$ cat src/rtl/spm_pkg.sv
// Shared constants, payload types and sequencer states of the sample playback mixer.
package spm_pkg;

	// Size of the design.
	localparam int CHANNELS = 16;
	localparam int RAM_WORDS = 65536;

	// Derived widths.
	localparam int CH_W = (CHANNELS > 1) ? $clog2(CHANNELS) : 1;
	localparam int CHAN_FIELD_W = 4;
	localparam int CHK_W = ((CH_W > CHAN_FIELD_W) ? CH_W : CHAN_FIELD_W) + 1;
	localparam int RA_W = $clog2(RAM_WORDS);
	localparam int START_W = 16;
	localparam int POS_W = 17;
	localparam int VOL_W = 9;
	localparam int SMP_W = 16;
	localparam int SUM_W = 18;
	localparam int DIV_W = SUM_W + 1;

	// Address reduction modulo the RAM size. A power-of-two size is a plain
	// truncation; other sizes below the span of start plus position need a
	// restoring shift-and-subtract over MOD_KMAX + 1 steps.
	localparam bit RAM_POW2 = (RAM_WORDS & (RAM_WORDS - 1)) == 0;
	localparam bit MOD_NEEDED = !RAM_POW2 && (RAM_WORDS < (2 ** SUM_W));
	localparam int MOD_KMAX = MOD_NEEDED ? (SUM_W - RA_W) : 0;
	localparam logic [DIV_W-1:0] DIV_TOP = DIV_W'(RAM_WORDS) << MOD_KMAX;
	localparam logic [DIV_W-1:0] DIV_LAST = DIV_W'(RAM_WORDS);

	// Operation codes.
	localparam logic [2:0] OP_WRITE = 3'd0;
	localparam logic [2:0] OP_LOAD = 3'd1;
	localparam logic [2:0] OP_PLAY = 3'd2;
	localparam logic [2:0] OP_STOP = 3'd3;
	localparam logic [2:0] OP_TICK = 3'd4;

	localparam logic [VOL_W-1:0] VOL_LOAD = 9'd255;

	typedef struct packed {
		logic [2:0] operation;
		logic [3:0] channel;
		logic [3:0] source_slot;
		logic [15:0] address;
		logic [16:0] sample_length;
		logic signed [15:0] sample_value;
		logic [8:0] gain;
	} cmd_t;

	typedef struct packed {
		logic signed [15:0] left;
		logic signed [15:0] right;
	} mix_t;

	typedef struct packed {
		logic [START_W-1:0] start_addr;
		logic [POS_W-1:0] count;
		logic [POS_W-1:0] pos;
		logic [VOL_W-1:0] vol;
	} desc_t;

	localparam int DESC_W = $bits(desc_t);

	typedef struct packed {
		logic clr;
		logic mul_en;
		logic acc_en;
	} mac_ctrl_t;

	typedef enum logic [3:0] {
		S_IDLE,
		S_WR_MOD,
		S_PLAY_WR,
		S_T_SCAN,
		S_T_DESC,
		S_T_MOD,
		S_T_MUL,
		S_T_ACC,
		S_T_FIN
	} state_t;

endpackage

$ cat src/rtl/spm_amod.sv
// Address reduction unit: folds a word address into the sample RAM range.
module spm_amod (
	input  logic                     clk,
	input  logic                     arst_n,
	input  logic                     start,
	input  logic [spm_pkg::SUM_W-1:0] value,
	output logic                     busy,
	output logic [spm_pkg::RA_W-1:0]  result
);

	logic [spm_pkg::SUM_W-1:0] rem_q;
	logic [spm_pkg::DIV_W-1:0] div_q;
	logic                      busy_q;
	logic                      fits;

	// One restoring step per cycle against the shifted RAM size.
	assign fits = {1'b0, rem_q} >= div_q;

	always_ff @(posedge clk or negedge arst_n) begin
		if (!arst_n) begin
			busy_q <= 1'b0;
		end else if (start) begin
			busy_q <= spm_pkg::MOD_NEEDED;
		end else if (busy_q && (div_q == spm_pkg::DIV_LAST)) begin
			busy_q <= 1'b0;
		end
	end

	always_ff @(posedge clk) begin
		if (start) begin
			rem_q <= value;
			div_q <= spm_pkg::DIV_TOP;
		end else if (busy_q) begin
			if (fits) begin
				rem_q <= spm_pkg::SUM_W'({1'b0, rem_q} - div_q);
			end
			div_q <= div_q >> 1;
		end
	end

	assign busy = busy_q;
	assign result = spm_pkg::RA_W'(rem_q);

endmodule

$ cat config.mk
export PLATFORM = sky130hd
export DESIGN_NAME = spm_amod
export DESIGN_NICKNAME = d
export VERILOG_FILES = /design/src/rtl/spm_pkg.sv /design/src/rtl/spm_amod.sv
export SDC_FILE = /design/constraint.sdc
export NUM_CORES = 1
export LEC_CHECK = 0
export BUFFER_PORTS_ARGS = -buffer_cell sky130_fd_sc_hd__buf_2
export CORE_AREA = 10 10 53 55
export CTS_CLUSTER_SIZE = 25
export DETAILED_ROUTE_END_ITERATION = 12
export DIE_AREA = 0 0 63 65
export HOLD_SLACK_MARGIN = 0.02
export PLACE_DENSITY = 0.79
export REMOVE_ABC_BUFFERS = 1
export SYNTH_ARGS = -nofsm -noshare
export SYNTH_HDL_FRONTEND = slang
export SYNTH_SLANG_ARGS = --single-unit
export TNS_END_PERCENT = 30
$ cat constraint.sdc
create_clock -name clk -period 1.3 [get_ports clk]
set_clock_uncertainty 0.05 [all_clocks]
set_input_delay 0.065 -clock clk [delete_from_list [all_inputs] [get_ports clk]]
set_output_delay 0.065 -clock clk [all_outputs]
set_load 0.05 [all_outputs]
After elaboration in Yosys (flattened, before gate mapping)
Index checks and enable logic that the tools add are counted.
{ "op_classes": {"n_div": 0, "multipliers": 0, "reduce_logical": 5, "n_bitwise": 0, "mux": 5, "n_shift": 0, "add_sub_neg": 1, "order_cmp": 1, "n_eq_ne": 1} }
{ "ops": {"columns": ["op", "count"], "rows": [
  ["18-bit two-way mux", 3],
  ["18-bit by 17-bit >= comparator with 1-bit output", 1],
  ["18-bit by 17-bit subtractor with 18-bit output", 1],
  ["17-bit equality test (second input constant)", 1],
  ["2-bit nonzero test", 3],
  ["1-bit two-way mux", 2],
  ["2-bit AND reduction", 1],
  ["1-bit logical AND", 1]
]} }
{ "totals": {"mem_bits_rw": 0, "word_cells": 16, "n_memories": 0, "mem_bits_ro": 0, "reg_bits": 36, "latch_bits": 0} }

Depth between registers and ports, before layout
{ "logic_depth": {"ltp_word": 4, "mapped_depth": 3, "depth_no_buf": 1} }

Worst setup path before layout
Ideal clock, no wire load.
{ "synth_path": {"path_kind": "input -> register", "start": "input port start", "end": "register rem_q[0] (netlist name) (enable)", "cell_stages": 1, "path_buffers": 1, "arrival_time_ns": 0.536, "required_ns": 0.873, "path_slack_ns": 0.336, "path_cell_list": "clkbuf_1"} }
{ "synth_between": {"elab_chain_cells": 2} }
{ "synth_lines": {"columns": ["item", "line_no", "rtl"], "rows": [
  ["start, declared", "spm_amod.sv:5", "input logic start,"],
  ["2-bit nonzero test (no line)", null, null],
  ["2-bit AND reduction (no line) *", null, null],
  ["end signal, assigned", "spm_amod.sv:31", "rem_q <= value;"],
  ["end signal, assigned", "spm_amod.sv:35", "rem_q <= spm_pkg::SUM_W'({1'b0, rem_q} - div_q);"],
  ["end, declared", "spm_amod.sv:11", "logic [spm_pkg::SUM_W-1:0] rem_q;"]
]} }
Every way passes the cells marked *; elsewhere a longest branch is shown, timed or not.
A chain may end at the register's enable or synchronous reset.

Worst setup path after layout
{ "layout_path": {"start": "register rem_q[10] (netlist name)", "end": "output port result[10] (netlist name)"} }
{ "layout_rtl": {"columns": ["item", "line_no", "rtl"], "rows": [
  ["end, declared", "spm_amod.sv:8", "output logic [spm_pkg::RA_W-1:0] result"]
]} }
No word-level cell between the ends.

==> metrics.txt <==
status complete, no violations; asr flop ratio synth 0; DRT iter0 DRCs 7; Post-Syn Instances 53; largest net degree at the start of global routing 33; top sig layer met3; Most flops, register rem_q; crit start category register; min-delay worst type in2reg; CP Buf/Inv Count 1; largest area contributor in the netlist edfxtp_1; number of global-route vias before repair 483; count leader, synth buf_4; Final nets 104; power per standard cell area 1220 nW/um2; area of the mapped netlist 738 um2; Fillers 171; crit path capture type output port; Avg Inst Size Synth 13.9 um2; cell family with most CP delay flip-flops; die footprint 4100 um2; CTS Buffer Depth 2; count of final hold-check violations 0; Via density 3.81; CTS Hold Buffers Added 12; Tot Pwr 1.13 mW; Netlist cell types 6; Port-buffer cells 33; core region area 1860 um2; Synth area leaders edfxtp_1 (65%), buf_4 (17%), and2_1 (14%); max FFs per register 16; maximum vdd drop 0.487 mV; P_int 798 uW; final core utilization 0.497; Slew Limit Fails 0; Max Freq 1020 MHz; Worst-path clk slew 0.09 ns; Ys Warns 0; Critical Path Fanout Max 1; via count 411; H-tree depth 1; crit path DAT 0.87 ns; Comb pwr share 0.236; Worst Setup EP result[10]; share of power burned in registers 0.547; initial antenna violation count 0; Clock power frac 0.217; wire per inst 11.3 um; GRT Total Usage 0.0618; Most used DFF post-synth edfxtp_1; Critical-path top delay cell edfxtp_1; Core Rows 16; RSZ-0062 raised after global routing false; CP max stage delay 0.37 ns; Setup CP Type reg2out; biggest regs rem_q (16); CTS tree done; Switching Share 0.295; EDFF count, synth 16; Final Cycle Share 0.756; number of diodes 0; Critical path origin rem_q[10]$_DFFE_PP_; Initial Utilization 0.397; Fin Hold WS 0.0287 ns; Pre-antenna DRT Iters 4; Post-CTS Setup Bufs 0; met2 wire length 596 um; P_leak 0.394 nW; # IOs 38; GRT overflow 0; Final setup viols 0; Fin Setup TNS 0 ns; DR WL met3 149 um; Switch Pwr 335 uW; Synth top cells by count buf_4 (17), and2_1 (16), edfxtp_1 (16), buf_6 (2); clk root buf clkbuf_4; die height 65 um; Min Clock Period, post-route 0.983 ns; WL final 1220 um; die width 63 um; first-pass GRT wire length 2010 um; Crit path required time 1.19 ns; CP Cell Sequence buf_2; clk sinks 16; max cap viols 0; register area share after synthesis 0.651; placement-stage cell area 783 um2; post-CTS sizing 0; design area 926 um2; CTS buffer count 3; Area Growth Syn to Fin 25.4%; Seq cells post-synth 16; Yosys top cell area share 0.651; DRC 0; met1 WL 474 um; Final ANT Viol Nets 0; share of layout cells above drive strength 1 0.444; GP Congestion 0.687; path length in cells of the critical path 1
==> final cells by class <==
cell class | count | area [um2] | share of cell area
Multi-Input combinational cell | 17 | 104 | 0.112
Sequential cell | 16 | 480 | 0.519
Clock buffer | 3 | 22.5 | 0.0243
Tap cell | 27 | 33.8 | 0.0365
Timing Repair Buffer | 45 | 285 | 0.308
==> cell families (layout without fill, tap and decap cells) <==
logic type | after synthesis | in the layout | synth area share
AND/OR/NAND/NOR | 16 | 16 | 0.136
buffers and inverters | 20 | 48 | 0.208
flip-flops | 16 | 16 | 0.651
other | 1 | 1 | 0.00508
==> how the worst min path moves through the flow <==
stage / from / end / slack, ns / cells after the start
2_1_floorplan: start / rem_q[0]$_DFFE_PP_ / 0.13 / 0
3_3_place_gp: value[8] / rem_q[8]$_DFFE_PP_ / 0.30 / 2
3_5_place_dp: value[14] / rem_q[14]$_DFFE_PP_ / 0.30 / 2
4_1_cts: value[15] / rem_q[15]$_DFFE_PP_ / 0.02 / 2
5_1_grt: value[10] / rem_q[10]$_DFFE_PP_ / 0.02 / 2
6_report: value[10] / rem_q[10]$_DFFE_PP_ / 0.03 / 2
==> power groups by stage <==
stage / logic (mW) / clock network, mW / registers, mW
6_report: 0.267 / 0.245 / 0.620
5_1_grt: 0.284 / 0.274 / 0.624
4_1_cts: 0.271 / 0.257 / 0.621
3_5_place_dp: 0.244 / 0 / 0.633
3_3_place_gp: 0.241 / 0 / 0.631
2_1_floorplan: 0.0225 / 0 / 0.778
==> layer usage <==
layer	track usage	vias to the layer above
met5	0	-
met4	0.0251	0
met3	0.0395	0
met2	0.105	23
met1	0.0586	179
li1	-	209
==> stage by stage <==
stage          instances  setup slack (ns)
2_1_floorplan         33             0.584
3_3_place_gp          93             0.411
3_5_place_dp          93             0.384
4_1_cts              108             0.294
5_1_grt              108             0.272
6_report             108             0.317
==> cells in the final DEF (no fill, tap or decap) <==
cell           netlist  routed
and2_1              16      16
buf_2                0      33
clkbuf_4             0       3
conb_1               1       1
dlygate4sd3_1        0      12
edfxtp_1            16      16
Power figures use the tool's default switching activity.
