<file path="src/rtl/spm_pkg.sv">
// Shared constants, payload types and sequencer states of the sample playback mixer.
package spm_pkg;

	// Size of the design.
	localparam int CHANNELS = 16;
	localparam int RAM_WORDS = 65536;

	// Derived widths.
	localparam int CH_W = (CHANNELS > 1) ? $clog2(CHANNELS) : 1;
	localparam int CHAN_FIELD_W = 4;
	localparam int CHK_W = ((CH_W > CHAN_FIELD_W) ? CH_W : CHAN_FIELD_W) + 1;
	localparam int RA_W = $clog2(RAM_WORDS);
	localparam int START_W = 16;
	localparam int POS_W = 17;
	localparam int VOL_W = 9;
	localparam int SMP_W = 16;
	localparam int SUM_W = 18;
	localparam int DIV_W = SUM_W + 1;

	// Address reduction modulo the RAM size. A power-of-two size is a plain
	// truncation; other sizes below the span of start plus position need a
	// restoring shift-and-subtract over MOD_KMAX + 1 steps.
	localparam bit RAM_POW2 = (RAM_WORDS & (RAM_WORDS - 1)) == 0;
	localparam bit MOD_NEEDED = !RAM_POW2 && (RAM_WORDS < (2 ** SUM_W));
	localparam int MOD_KMAX = MOD_NEEDED ? (SUM_W - RA_W) : 0;
	localparam logic [DIV_W-1:0] DIV_TOP = DIV_W'(RAM_WORDS) << MOD_KMAX;
	localparam logic [DIV_W-1:0] DIV_LAST = DIV_W'(RAM_WORDS);

	// Operation codes.
	localparam logic [2:0] OP_WRITE = 3'd0;
	localparam logic [2:0] OP_LOAD = 3'd1;
	localparam logic [2:0] OP_PLAY = 3'd2;
	localparam logic [2:0] OP_STOP = 3'd3;
	localparam logic [2:0] OP_TICK = 3'd4;

	localparam logic [VOL_W-1:0] VOL_LOAD = 9'd255;

	typedef struct packed {
		logic [2:0] operation;
		logic [3:0] channel;
		logic [3:0] source_slot;
		logic [15:0] address;
		logic [16:0] sample_length;
		logic signed [15:0] sample_value;
		logic [8:0] gain;
	} cmd_t;

	typedef struct packed {
		logic signed [15:0] left;
		logic signed [15:0] right;
	} mix_t;

	typedef struct packed {
		logic [START_W-1:0] start_addr;
		logic [POS_W-1:0] count;
		logic [POS_W-1:0] pos;
		logic [VOL_W-1:0] vol;
	} desc_t;

	localparam int DESC_W = $bits(desc_t);

	typedef struct packed {
		logic clr;
		logic mul_en;
		logic acc_en;
	} mac_ctrl_t;

	typedef enum logic [3:0] {
		S_IDLE,
		S_WR_MOD,
		S_PLAY_WR,
		S_T_SCAN,
		S_T_DESC,
		S_T_MOD,
		S_T_MUL,
		S_T_ACC,
		S_T_FIN
	} state_t;

endpackage

</file>
<file path="src/rtl/spm_mac.sv">
// Shared multiply, scale and saturating accumulate unit for the frame mix.
module spm_mac (
	input  logic                          clk,
	input  logic                          arst_n,
	input  spm_pkg::mac_ctrl_t            ctrl,
	input  logic signed [spm_pkg::SMP_W-1:0] sample,
	input  logic [spm_pkg::VOL_W-1:0]     vol,
	output logic signed [15:0]            sum
);

	localparam int PROD_W = spm_pkg::SMP_W + spm_pkg::VOL_W + 1;
	localparam int SCALE_W = PROD_W - 8;
	localparam int ACC_W = SCALE_W + 1;
	localparam int SAT_MIN = -32768;
	localparam int SAT_MAX = 32767;

	logic signed [PROD_W-1:0]  prod_s1;
	logic        [PROD_W-1:0]  prod_adj;
	logic signed [SCALE_W-1:0] scaled;
	logic signed [ACC_W-1:0]   total;
	logic signed [15:0]        sum_q;
	logic signed [15:0]        sum_d;

	always_ff @(posedge clk) begin
		if (ctrl.mul_en) begin
			prod_s1 <= sample * $signed({1'b0, vol});
		end
	end

	// Division by 256 rounds toward zero, so negative products are biased first.
	always_comb begin
		prod_adj = prod_s1[PROD_W-1] ? (prod_s1 + PROD_W'(255)) : prod_s1;
		scaled = prod_adj[PROD_W-1:8];
		total = ACC_W'(scaled) + ACC_W'(sum_q);
		if (total < SAT_MIN) begin
			sum_d = 16'sh8000;
		end else if (total > SAT_MAX) begin
			sum_d = 16'sh7fff;
		end else begin
			sum_d = total[15:0];
		end
	end

	always_ff @(posedge clk or negedge arst_n) begin
		if (!arst_n) begin
			sum_q <= '0;
		end else if (ctrl.clr) begin
			sum_q <= '0;
		end else if (ctrl.acc_en) begin
			sum_q <= sum_d;
		end
	end

	assign sum = sum_q;

endmodule
</file>
<file path="config.mk">
export PLATFORM = sky130hd
export DESIGN_NAME = spm_mac
export DESIGN_NICKNAME = d
export VERILOG_FILES = /design/src/rtl/spm_pkg.sv /design/src/rtl/spm_mac.sv
export SDC_FILE = /design/constraint.sdc
export NUM_CORES = 1
export LEC_CHECK = 0
export BUFFER_PORTS_ARGS = -buffer_cell sky130_fd_sc_hd__buf_4
export CAP_MARGIN = 20
export CORE_UTILIZATION = 69
export CTS_CLUSTER_DIAMETER = 80
export CTS_CLUSTER_SIZE = 25
export DETAILED_ROUTE_END_ITERATION = 12
export GPL_TIMING_DRIVEN = 0
export PLACE_DENSITY = 0.89
export SLEW_MARGIN = 15
export SYNTH_ARGS = -nofsm -noshare
export SYNTH_HDL_FRONTEND = slang
export SYNTH_SLANG_ARGS = --single-unit
</file>
<file path="constraint.sdc">
create_clock -name clk -period 5.84 [get_ports clk]
set_input_delay 1.168 -clock clk [delete_from_list [all_inputs] [get_ports clk]]
set_output_delay 1.168 -clock clk [all_outputs]
set_load 0.02 [all_outputs]
</file>
# ---- After elaboration in Yosys (flattened, before gate mapping)
# Cells that the tools add are included.
dict set report totals {
  latchBits 0
  register_bits 42
  memories 0
  word_cells 13
  ram_bits 0
  mem_bits_ro 0
  input_bits 30
  output_inout_bits 16
}
dict set report op_classes {
  reduce_logical 1
  add_sub_neg 2
  shifts 0
  magnitude_cmp 2
  n_mux 5
  div_mod_pow 0
  eq_ne 0
  bitwise 0
  n_mul 1
}
# operator n
set ops {}
lappend ops {{$mux W16} 4}
lappend ops {{$add A26 B9 Y26 const B} 1}
lappend ops {{$mul A16 B10 Y26} 1}
lappend ops {{$mux W26} 1}
lappend ops {{$add A18 B16 Y19} 1}
lappend ops {{$gt A19 B16 Y1 const B} 1}
lappend ops {{$lt A19 B16 Y1 const B} 1}
lappend ops {{$reduce_bool A2 Y1} 1}

# ---- Depth between registers and ports, before layout
# Gate-level depths: netlist (run 1).
dict set report logic_depth {
  word_depth 8
  ltp_mapped 21
  ltp_nobuf 20
}

# ---- Least setup slack after synthesis (run 1)
# No wires, ideal clock.
dict set report synth_timing {
  path_type {input -> register}
  startpoint {input vol[1] (netlist bit)}
  endpoint {register prod_s1[25], data pin}
  path_stages 20
  t_required_ns 5.584
  arrival_time_ns 6.124
  slack_ns -0.540
  cell_sequence {clkbuf_1 nand2_1 fa_1 inv_1 fa_1 inv_1 fa_1 inv_1 fa_1 fa_1 ha_1 a21o_1 a21o_1 a21oi_1 o31a_1 nor2_1 o221ai_1 o211ai_1 a2111o_1 o211a_1}
}
dict set report synth_via {
  elab_chain_len 1
}
# item line
set synth_rtl {}
lappend synth_rtl {{from (decl)} spm_mac.sv:7} ;# input logic [spm_pkg::VOL_W-1:0] vol,
lappend synth_rtl {{$mul A16 B10 Y26} spm_mac.sv:26} ;# prod_s1 <= sample * $signed({1'b0, vol});
lappend synth_rtl {{to (signal assigned)} spm_mac.sv:26}
lappend synth_rtl {{to (decl)} spm_mac.sv:17} ;# logic signed [PROD_W-1:0] prod_s1;
# No other way between the ends.
# A chain may end at the register's enable or synchronous reset.

# ---- Final worst setup path (run 1)
# Ends and elaborated chain as after synthesis.

==> results.md, run 1 <==
- The most area-hungry cell type in the Yosys netlist is fa_1.
- For this design the static power due to leakage is approximately 4.5 nW.
- Summing the sequential cell areas from Yosys gives 14.73% of the chip area.
- Buffers inserted to repair hold after CTS numbered 0.
- The clock sink total is 42.
- From left edge to right edge, the die measures 109.8 microns.
- The final routed wire length divided by cell count is 18.93 microns.
- The detailed router finished its first iteration with between 500 and 600 violations.
- The number of levels the H-tree was split into is 2.
- The number of nets at the end of the flow is around 1,100.
- The final count of pins violating max slew was 0.
- For the pin with the worst max-slew slack, the measured transition is slightly above 0.6 ns.
- On the worst path, the slowest cell contributes a delay of 0.55 ns.
- OpenSTA, run right after detailed placement, puts the worst setup slack at -0.6541 ns.
- The layout has 597 filler cells.
- The final critical-path share of the clock period is 104.4%.
- The TritonCTS clock tree is yes.
- Using the TritonRoute via totals, the vias-per-cell ratio works out to 6.199.
- STA classifies the critical path endpoint as a flop.
- The final reports fail on negative setup slack.
- Among all flip-flop cells after synthesis, the most frequent one is edfxtp_1.
- The worst-path maximum fanout is 7.
- The routability congestion estimate from global placement is 0.8720.
- The number of enable-type register cells in the synthesized netlist is 26.
- The number of antenna violations at the first check in global routing is 0.
- The flow ran to the end, but the final reports show violations.
- The type of the setup path with the least slack is primary input to flop.
- The maximum resistive drop on vdd is around 0.42 mV.
- The share of the synthesized area in the top cell type is 30.71%.
- Counting the buffers created by CTS gives 5.
- The area of the die is 0.01205 sq mm.
- The routed design has between 15,000 and 20,000 microns of wire.
- The fraction of synthesis flops using an asynchronous set or reset pin is a little under two fifths.
- The number of antenna diodes in the final layout is 0.
- The type of the most critical hold path is flop to flop.
- The fraction of final layout cells sized beyond drive strength 1 is 13.43%.
- The routed layout has around 6,500 vias.
- The area growth from synthesis to layout is 14.73%.
- The number of port buffers is 43.
- The number of nets with antenna violations after detailed routing is 0.
- During synthesis, Yosys emitted a total of 0 warnings.
- The remaining global-route overflow is 0.
- The cell with the most instances on the worst path is fa_1.
- Setup repair after global routing could not meet its margin everywhere.
- The combined area of the multi-input logic cells is approximately 0.0064 sq mm.
- The final design instance area without fill is 0.009199 sq mm.
- STA puts the critical path data arrival time at between 6 and 7 ns.
- Setup violations remaining at the end of the flow were counted as 4.
- Summing all placed instances gives a cell area of around 0.0087 sq mm.
- In this run the power density over the cells is 639.7 mW/mm^2.
- The register-to-register path setup slack is about 1.1 ns.
- The clock tree root driver cell is clkbuf_16.
- The clock transition at the registers of the reported paths is 0.06 ns.
- In this run the core area contains 38 standard-cell rows.
- Among all stages on the critical path, the largest delay is contributed by fa_1.
- The sequential cell area in the final layout is between 0.001 and 0.0015 sq mm.
- Measured against its own limit, the worst slew margin works out to roughly 58%.
- Yosys attributes the largest share of cell area to fa_1 (31%), ha_1 (12%), edfxtp_1 (9.7%).
- Dividing the synthesized area by the synthesized cell count gives 9.410 sq um.
- The critical path goes through buf_12 -> clkbuf_16 -> nand2_4 -> fa_1 -> inv_1 -> fa_1 -> inv_2 -> fa_1 -> inv_1 -> fa_1 -> fa_1 -> ha_4 -> a21o_1 -> a21o_1 -> a21oi_2 -> o31a_1 -> nor2_1 -> o221ai_2 -> o211ai_1 -> a2111o_1 -> o211a_1.
- STA classifies the critical path startpoint as a primary input.
- The synthesized instance count is approximately 850.
- The required time reported for the critical path endpoint is between 5 and 6 ns.
- The count of maximum capacitance violations is 0.
- The die is about 110 microns tall.
- Once routing completed, OpenROAD measured the worst setup slack at -0.2586 ns.
- The core outline area is approximately 0.011 sq mm.
- At the later pin of the worst-skew pair, clock insertion delay measures 0.29 ns.
- Entering global routing, the biggest net connects 27 pins.
- The wire length of the first global-routing pass is around 32,000 microns.
- The instance count after placement with tap cells included is 1,035.
- The maximum count of clock buffers along a single path is 2.
- The number of remaining DRC errors is 0.
- Counting every net in the synthesized netlist gives ~1,100.
- The synthesized cell area is ~0.008 sq mm.
- For this run, the top clock speed supported by timing is roughly 0.16 GHz.
- The number of register bits inferred by synthesis is 42.
- The top-level I/O count is 46.
- The minimum clock period is just over 6 ns.
- The overall global routing resource usage is 34.25%.
- Total power for the finished layout comes to around 5.9 mW.
- The synthesized netlist contains 55 unique library cells.
- The number of detailed-routing iterations run before antenna repair is 5.
- For this configuration, the core starts out at a cell density of approximately 72%.
- The sum of net half-perimeters after detailed placement is around 15,000 microns.
- The clock tree skew after final layout is around 0.0035 ns.
- The finished layout holds around 1,100 standard cells, fillers aside.
- The via count of the first global-routing pass was between 6,000 and 7,000.
- The final hold violation count is 0.
[power by group]
part           internal (mW)  total [mW]  leakage, nW  switching (mW)
registers              0.601       0.721        0.468           0.120
logic                   2.19        4.79         3.91            2.61
clock network          0.257       0.368       0.0971           0.112
[final timing paths]
kind                            startpoint     endpoint  cells past startpoint
worst min register to register     sum[10]      sum[10]                      2
min in group asynchronous           arst_n      sum[15]                      1
worst min-delay path               sum[10]      sum[10]                      2
max in group asynchronous           arst_n       sum[2]                      1
worst max register to register  prod_s1[6]       sum[1]                     20
worst max-delay path                vol[1]  prod_s1[25]                     21
[cells in the mapped netlist, drive strengths merged, types with 2 or more instances]
cell type	number
inv	141
o21a	14
o211ai	4
clkbuf	14
dfrtp	16
a31oi	4
o21bai	4
nand3	17
nor2b	2
nor3	13
nor2	22
o31ai	5
and2	98
a21o	12
buf	2
and3	7
o21ai	23
fa	123
nand4	8
xor2	18
or3	2
ha	80
a211oi	4
or2	2
a22oi	6
edfxtp	26
o2111ai	2
or4	2
o211a	2
nand2	84
a21oi	37
xnor2	40
nor4	3
nand2b	5
[kinds of logic after synthesis]
logic type,Yosys count,share of synthesized area [%]
muxes,1,0.1248
and+or+nand+nor,266,17.32
AOI/OAI and AO/OA,125,10.83
adders and majority gates,203,43.20
DFF,42,14.73
xor gates and xnor gates,58,6.336
buffers and inverters,157,7.459
[layer usage]
| layer | global-route usage, % | up-vias | part of all wire [%] |
|---|---|---|---|
| met5 | 0 | - | 0 |
| met4 | 14.86 | 0 | 3.8 |
| met3 | 5.098 | 98 | 6.7 |
| met2 | 63.57 | 310 | 53 |
| met1 | 38.78 | 3256 | 37 |
| li1 | - | 2882 | - |
[layout by cell type, fill, tap and decap left out, types with 18 or more instances in the layout]
cell,synthesis,routed
buf_4,0,51
inv_1,141,139
edfxtp_1,26,26
nor2_1,22,21
and2_1,98,96
xor2_1,18,18
ha_1,80,71
xnor2_1,40,40
a21oi_1,35,31
nand2_1,83,80
fa_1,123,123
[repair_timing]
| action | in CTS | in global routing |
|---|---|---|
| pin swaps | 28 | 6 |
| setup buffers | 13 | 4 |
| setup endpoints to repair | 5 | 8 |
| gates resized for setup | 24 | 13 |
| gates cloned | 1 | 0 |
[registers in the layout (all words and copies together), names as in the netlist]
register and flops:
sum 16, prod_s1 26
[layout make-up]
class	instances	area share [%]
clock buffers	6	1.510
clock inverters	2	0.6529
inverters	141	5.754
repair buffers	58	5.522
multi-input cells	653	70.01
well taps	140	1.904
flip-flops and latches	42	12.84
plain buffers	14	1.809
[per-stage QoR]
step	hold slack [ns]	util (%)	setup TNS [ns]
2_1_floorplan	0.6127	-	-0.1650
3_3_place_gp	0.5149	78.34	-2.333
3_5_place_dp	0.5306	78.34	-3.127
4_1_cts	0.5424	82.30	-0.1286
5_1_grt	0.5685	83.04	-0.9115
6_report	0.5525	83.04	-0.4377
[worst max-delay path: cells and delay by family]
kind / cells / cell delay (ns)
adders and majority gates: 6 / 2.81
AOI/OAI and AO/OA: 8 / 1.61
buffers and inverters: 5 / 0.41
and+or+nand+nor: 2 / 0.13
Power figures use the tool's default switching activity.
==> run 2: changes to the inputs <==
--- a/config.mk
+++ b/config.mk
@@ -7,12 +7,12 @@
 export LEC_CHECK = 0
 export BUFFER_PORTS_ARGS = -buffer_cell sky130_fd_sc_hd__buf_4
 export CAP_MARGIN = 20
-export CORE_UTILIZATION = 69
+export CORE_UTILIZATION = 45
+export CTS_BUF_LIST = sky130_fd_sc_hd__clkbuf_2 sky130_fd_sc_hd__clkbuf_4 sky130_fd_sc_hd__clkbuf_8
 export CTS_CLUSTER_DIAMETER = 80
 export CTS_CLUSTER_SIZE = 25
 export DETAILED_ROUTE_END_ITERATION = 12
-export GPL_TIMING_DRIVEN = 0
-export PLACE_DENSITY = 0.89
+export GPL_TIMING_DRIVEN = 1
 export SLEW_MARGIN = 15
 export SYNTH_ARGS = -nofsm -noshare
 export SYNTH_HDL_FRONTEND = slang
==> run 2 against run 1 <==
The run now ends clean. Final cell count up 15%. Routed wire length down 19%. Combinational power about the same. Non-clock buffer count up 72. Clock power down 27%. Flip-flop and latch count unchanged. Via count down 10%. Fmax up 6.0%. Clock-buffer cell count down 1. Critical path depth down 2. Sequential share of layout area down 0.67 points. Global-route usage down 15 points. Largest power group unchanged.
==> results.md, run 2 (synthesis gave the netlist of run 1 again) <==
- TritonCTS built the clock tree.
- The clock tree root driver cell is clkbuf_8.
- The endpoint class of the critical path is a flop.
- The pin count of the biggest net entering global routing is 27.
- The library cells used most frequently in the layout, excluding fill and tap cells, are inv_1 (139), buf_4 (134), fa_1 (122), and2_1 (95), nand2_1 (79).
- In this run the remaining antenna-violating nets after routing total 0.
- The slowest stage of the critical path is the fa_1 cell.
- At the worst endpoint, the arrival time is ~5.8 ns.
- The final layout contains 1,220 nets.
- The signal on the critical path passes through buf_4 -> and2_4 -> fa_1 -> fa_1 -> inv_1 -> fa_1 -> inv_1 -> fa_1 -> fa_1 -> ha_4 -> a21o_1 -> a21o_1 -> a21oi_2 -> o31a_1 -> nor2_2 -> o221ai_2 -> o211ai_1 -> a2111o_1 -> o211a_1.
- The worst register-to-register path has a setup slack of between 1 and 1.5 ns.
- The final count of pins violating max slew was 0.
- In the final timing run, aggregate negative setup slack is 0 ns.
- The number of detailed-routing iterations run before antenna repair is 4.
- The minimum clock period is 5.754 ns.
- The number of buffers created by CTS is 5.
- The floorplan step defined a die boundary enclosing approximately 0.018 sq mm.
- The post-route netlist has between 10% and 20% of its cells at a drive strength greater than 1.
- The run finished with clean final reports.
- The sequential power share is about an eighth.
- Across the run, the number of max-cap violations was 0.
- The fmax is between 0.15 and 0.2 GHz.
- The core outline area is 0.01736 sq mm.
- The floorplan step set the die height to around 140 microns.
- Before CTS, the worst setup slack after placement is -0.3617 ns.
- Counting tap cells, the placed design contains a total of ~1,200 instances.
- The measured slew at the worst slew-check pin is 0.6203 ns.
- The min-delay analysis places its worst path in the category flop to flop.
- The cell with the most instances on the worst path is fa_1.
- The final hold violation count came to 0.
- The hold buffer count at CTS is 0.
- For this run, the number of standard cells in the final layout without fillers is between 1,000 and 1,500.
- The routed design has approximately 16,000 microns of wire.
- The clock latency of the later-clocked register in the worst-skew pair is around 0.30 ns.
- The final setup slack of the worst path is between 0.08 and 0.09 ns.
- The number of setup violations in the final report is 0.
- The top-level I/O count is 46.
- The number of flip-flops in the largest register is 26.
- STA classifies the critical path startpoint as a primary input.
- The number of remaining DRC errors is 0.
- On the worst path, the slowest cell contributes a delay of between 0.5 and 0.6 ns.
- Global routing used 18.83% of the available tracks across all layers.
- Combinational logic is responsible for a little over four fifths of the overall power.
- Once layout is complete, the utilization of the core stands at 55.92%.
- The routability congestion estimate from global placement is around 0.82.
- The share of total power dissipated in the clock network is between 4 and 5%.
- The relative slew slack is around three fifths.
- The switching fraction of total power is 44.14%.
- The initialized floorplan defines 48 standard-cell rows.
- The wire length of the first global-routing pass is between 20,000 and 30,000 microns.
- The count of buffers added on input and output ports is 45.
- The initial DRC count is between 150 and 200.
- For this design the ratio of total power to cell area is roughly 600 mW/mm^2.
- The final critical-path share of the clock period is 98.52%.
- The maximum count of clock buffers along a single path is 2.
- Setup repair after global routing could not meet its margin everywhere.
- The maximum resistive drop on vdd is roughly 0.27 mV.
- The critical path in this run is classified as primary input to flop.
- The number of levels the H-tree was split into is 2.
- Summing over every cut layer, the via total after detailed routing is just under 6,000.
- The library cell used most frequently in the layout, excluding fill and tap cells, is inv_1.
- The wire-length estimate of the detail-placed layout is between 10,000 and 15,000 microns.
- The reported net switching power is approximately 2.6 mW.
- The clock transition at the registers of the reported paths is approximately 0.080 ns.
- The starting density of the core is between 40% and 50%.
- Counting flops per register, the top entry is prod_s1.
- The floorplan die width is 135.5 microns.
- The area growth from synthesis to layout is 21.05%.
- The via count of the first global-routing pass came to 6,052.
- Using the TritonRoute via totals, the vias-per-cell ratio works out to 4.858.
- The required time reported for the critical path endpoint is slightly below 6 ns.
- Summed over all layers, the global routing overflow is 0.
- The internal power summed over all cells is 3.228 mW.
- In the final routed layout, each cell accounts on average for approximately 13 microns.
- The worst hold-check slack is approximately 0.54 ns.
- The number of antenna violations at the first check in global routing is 0.
- The number of antenna cells inserted is 0.
- In this run the static leakage power is 4.785 nW.
- The worst-path maximum fanout is 8.
- The clock sink total is between 40 and 50.
- Clock skew on the completed layout was measured at approximately 0.0068 ns.
run 2: timing repair:
item,CTS,global route
gates resized for setup,2,29
cloned,0,1
endpoints found under the hold margin,0,0
buffers inserted,0,1
pin swaps,2,14
endpoints found under the setup margin,2,5
run 2: power by group through the flow:
stage | sequential [mW] | combinational [mW] | clock, mW
finish | 0.703 | 4.81 | 0.270
global route | 0.720 | 5.47 | 0.291
CTS | 0.704 | 4.78 | 0.277
detailed placement | 0.711 | 4.75 | 0
global placement | 0.706 | 4.69 | 0
floorplan | 0.718 | 3.33 | 0
run 2: routing by layer:
layer / global-route usage, % / share of wire [%] / vias up
met4: 3.808 / 0.83 / 0
met1: 27.38 / 51 / 2781
met5: 0 / 0 / -
met3: 1.309 / 2.0 / 9
met2: 30.88 / 46 / 78
li1: - / - / 3025
run 2: worst paths after layout:
check | end | cells after the start | start
worst min-delay path | sum[8] | 2 | sum[8]
min in group asynchronous | sum[12] | 1 | arst_n
worst min register to register | sum[8] | 2 | sum[8]
worst max-delay path | prod_s1[25] | 19 | sample[6]
worst max register to register | sum[4] | 19 | prod_s1[2]
max in group asynchronous | sum[7] | 1 | arst_n
run 2: area by class of cell:
type                    instances  area [sq um]
inverters                     141         529.3
flip-flops and latches         42          1181
clock buffers                   5         68.82
well taps                     225         281.5
fillers                      1564          7651
repair buffers                144          1189
multi-input cells             653          6392
clock inverters                 3         63.81
run 2: worst max-delay path, delay by kind of cell:
kind	cells	cell delay, ns
AO/OA/AOI/OAI	8	1.49
adder cells (fa/ha/maj)	6	2.70
buffers and inverters	3	0.24
AND/OR/NAND/NOR	2	0.21
run 2: per-stage QoR:
stage               power [mW]  area [sq um]
finish                   5.780          9706
global route             6.486          9706
CTS                      5.763          9563
detailed placement       5.457          9420
global placement         5.399          9420
floorplan                4.048          8180
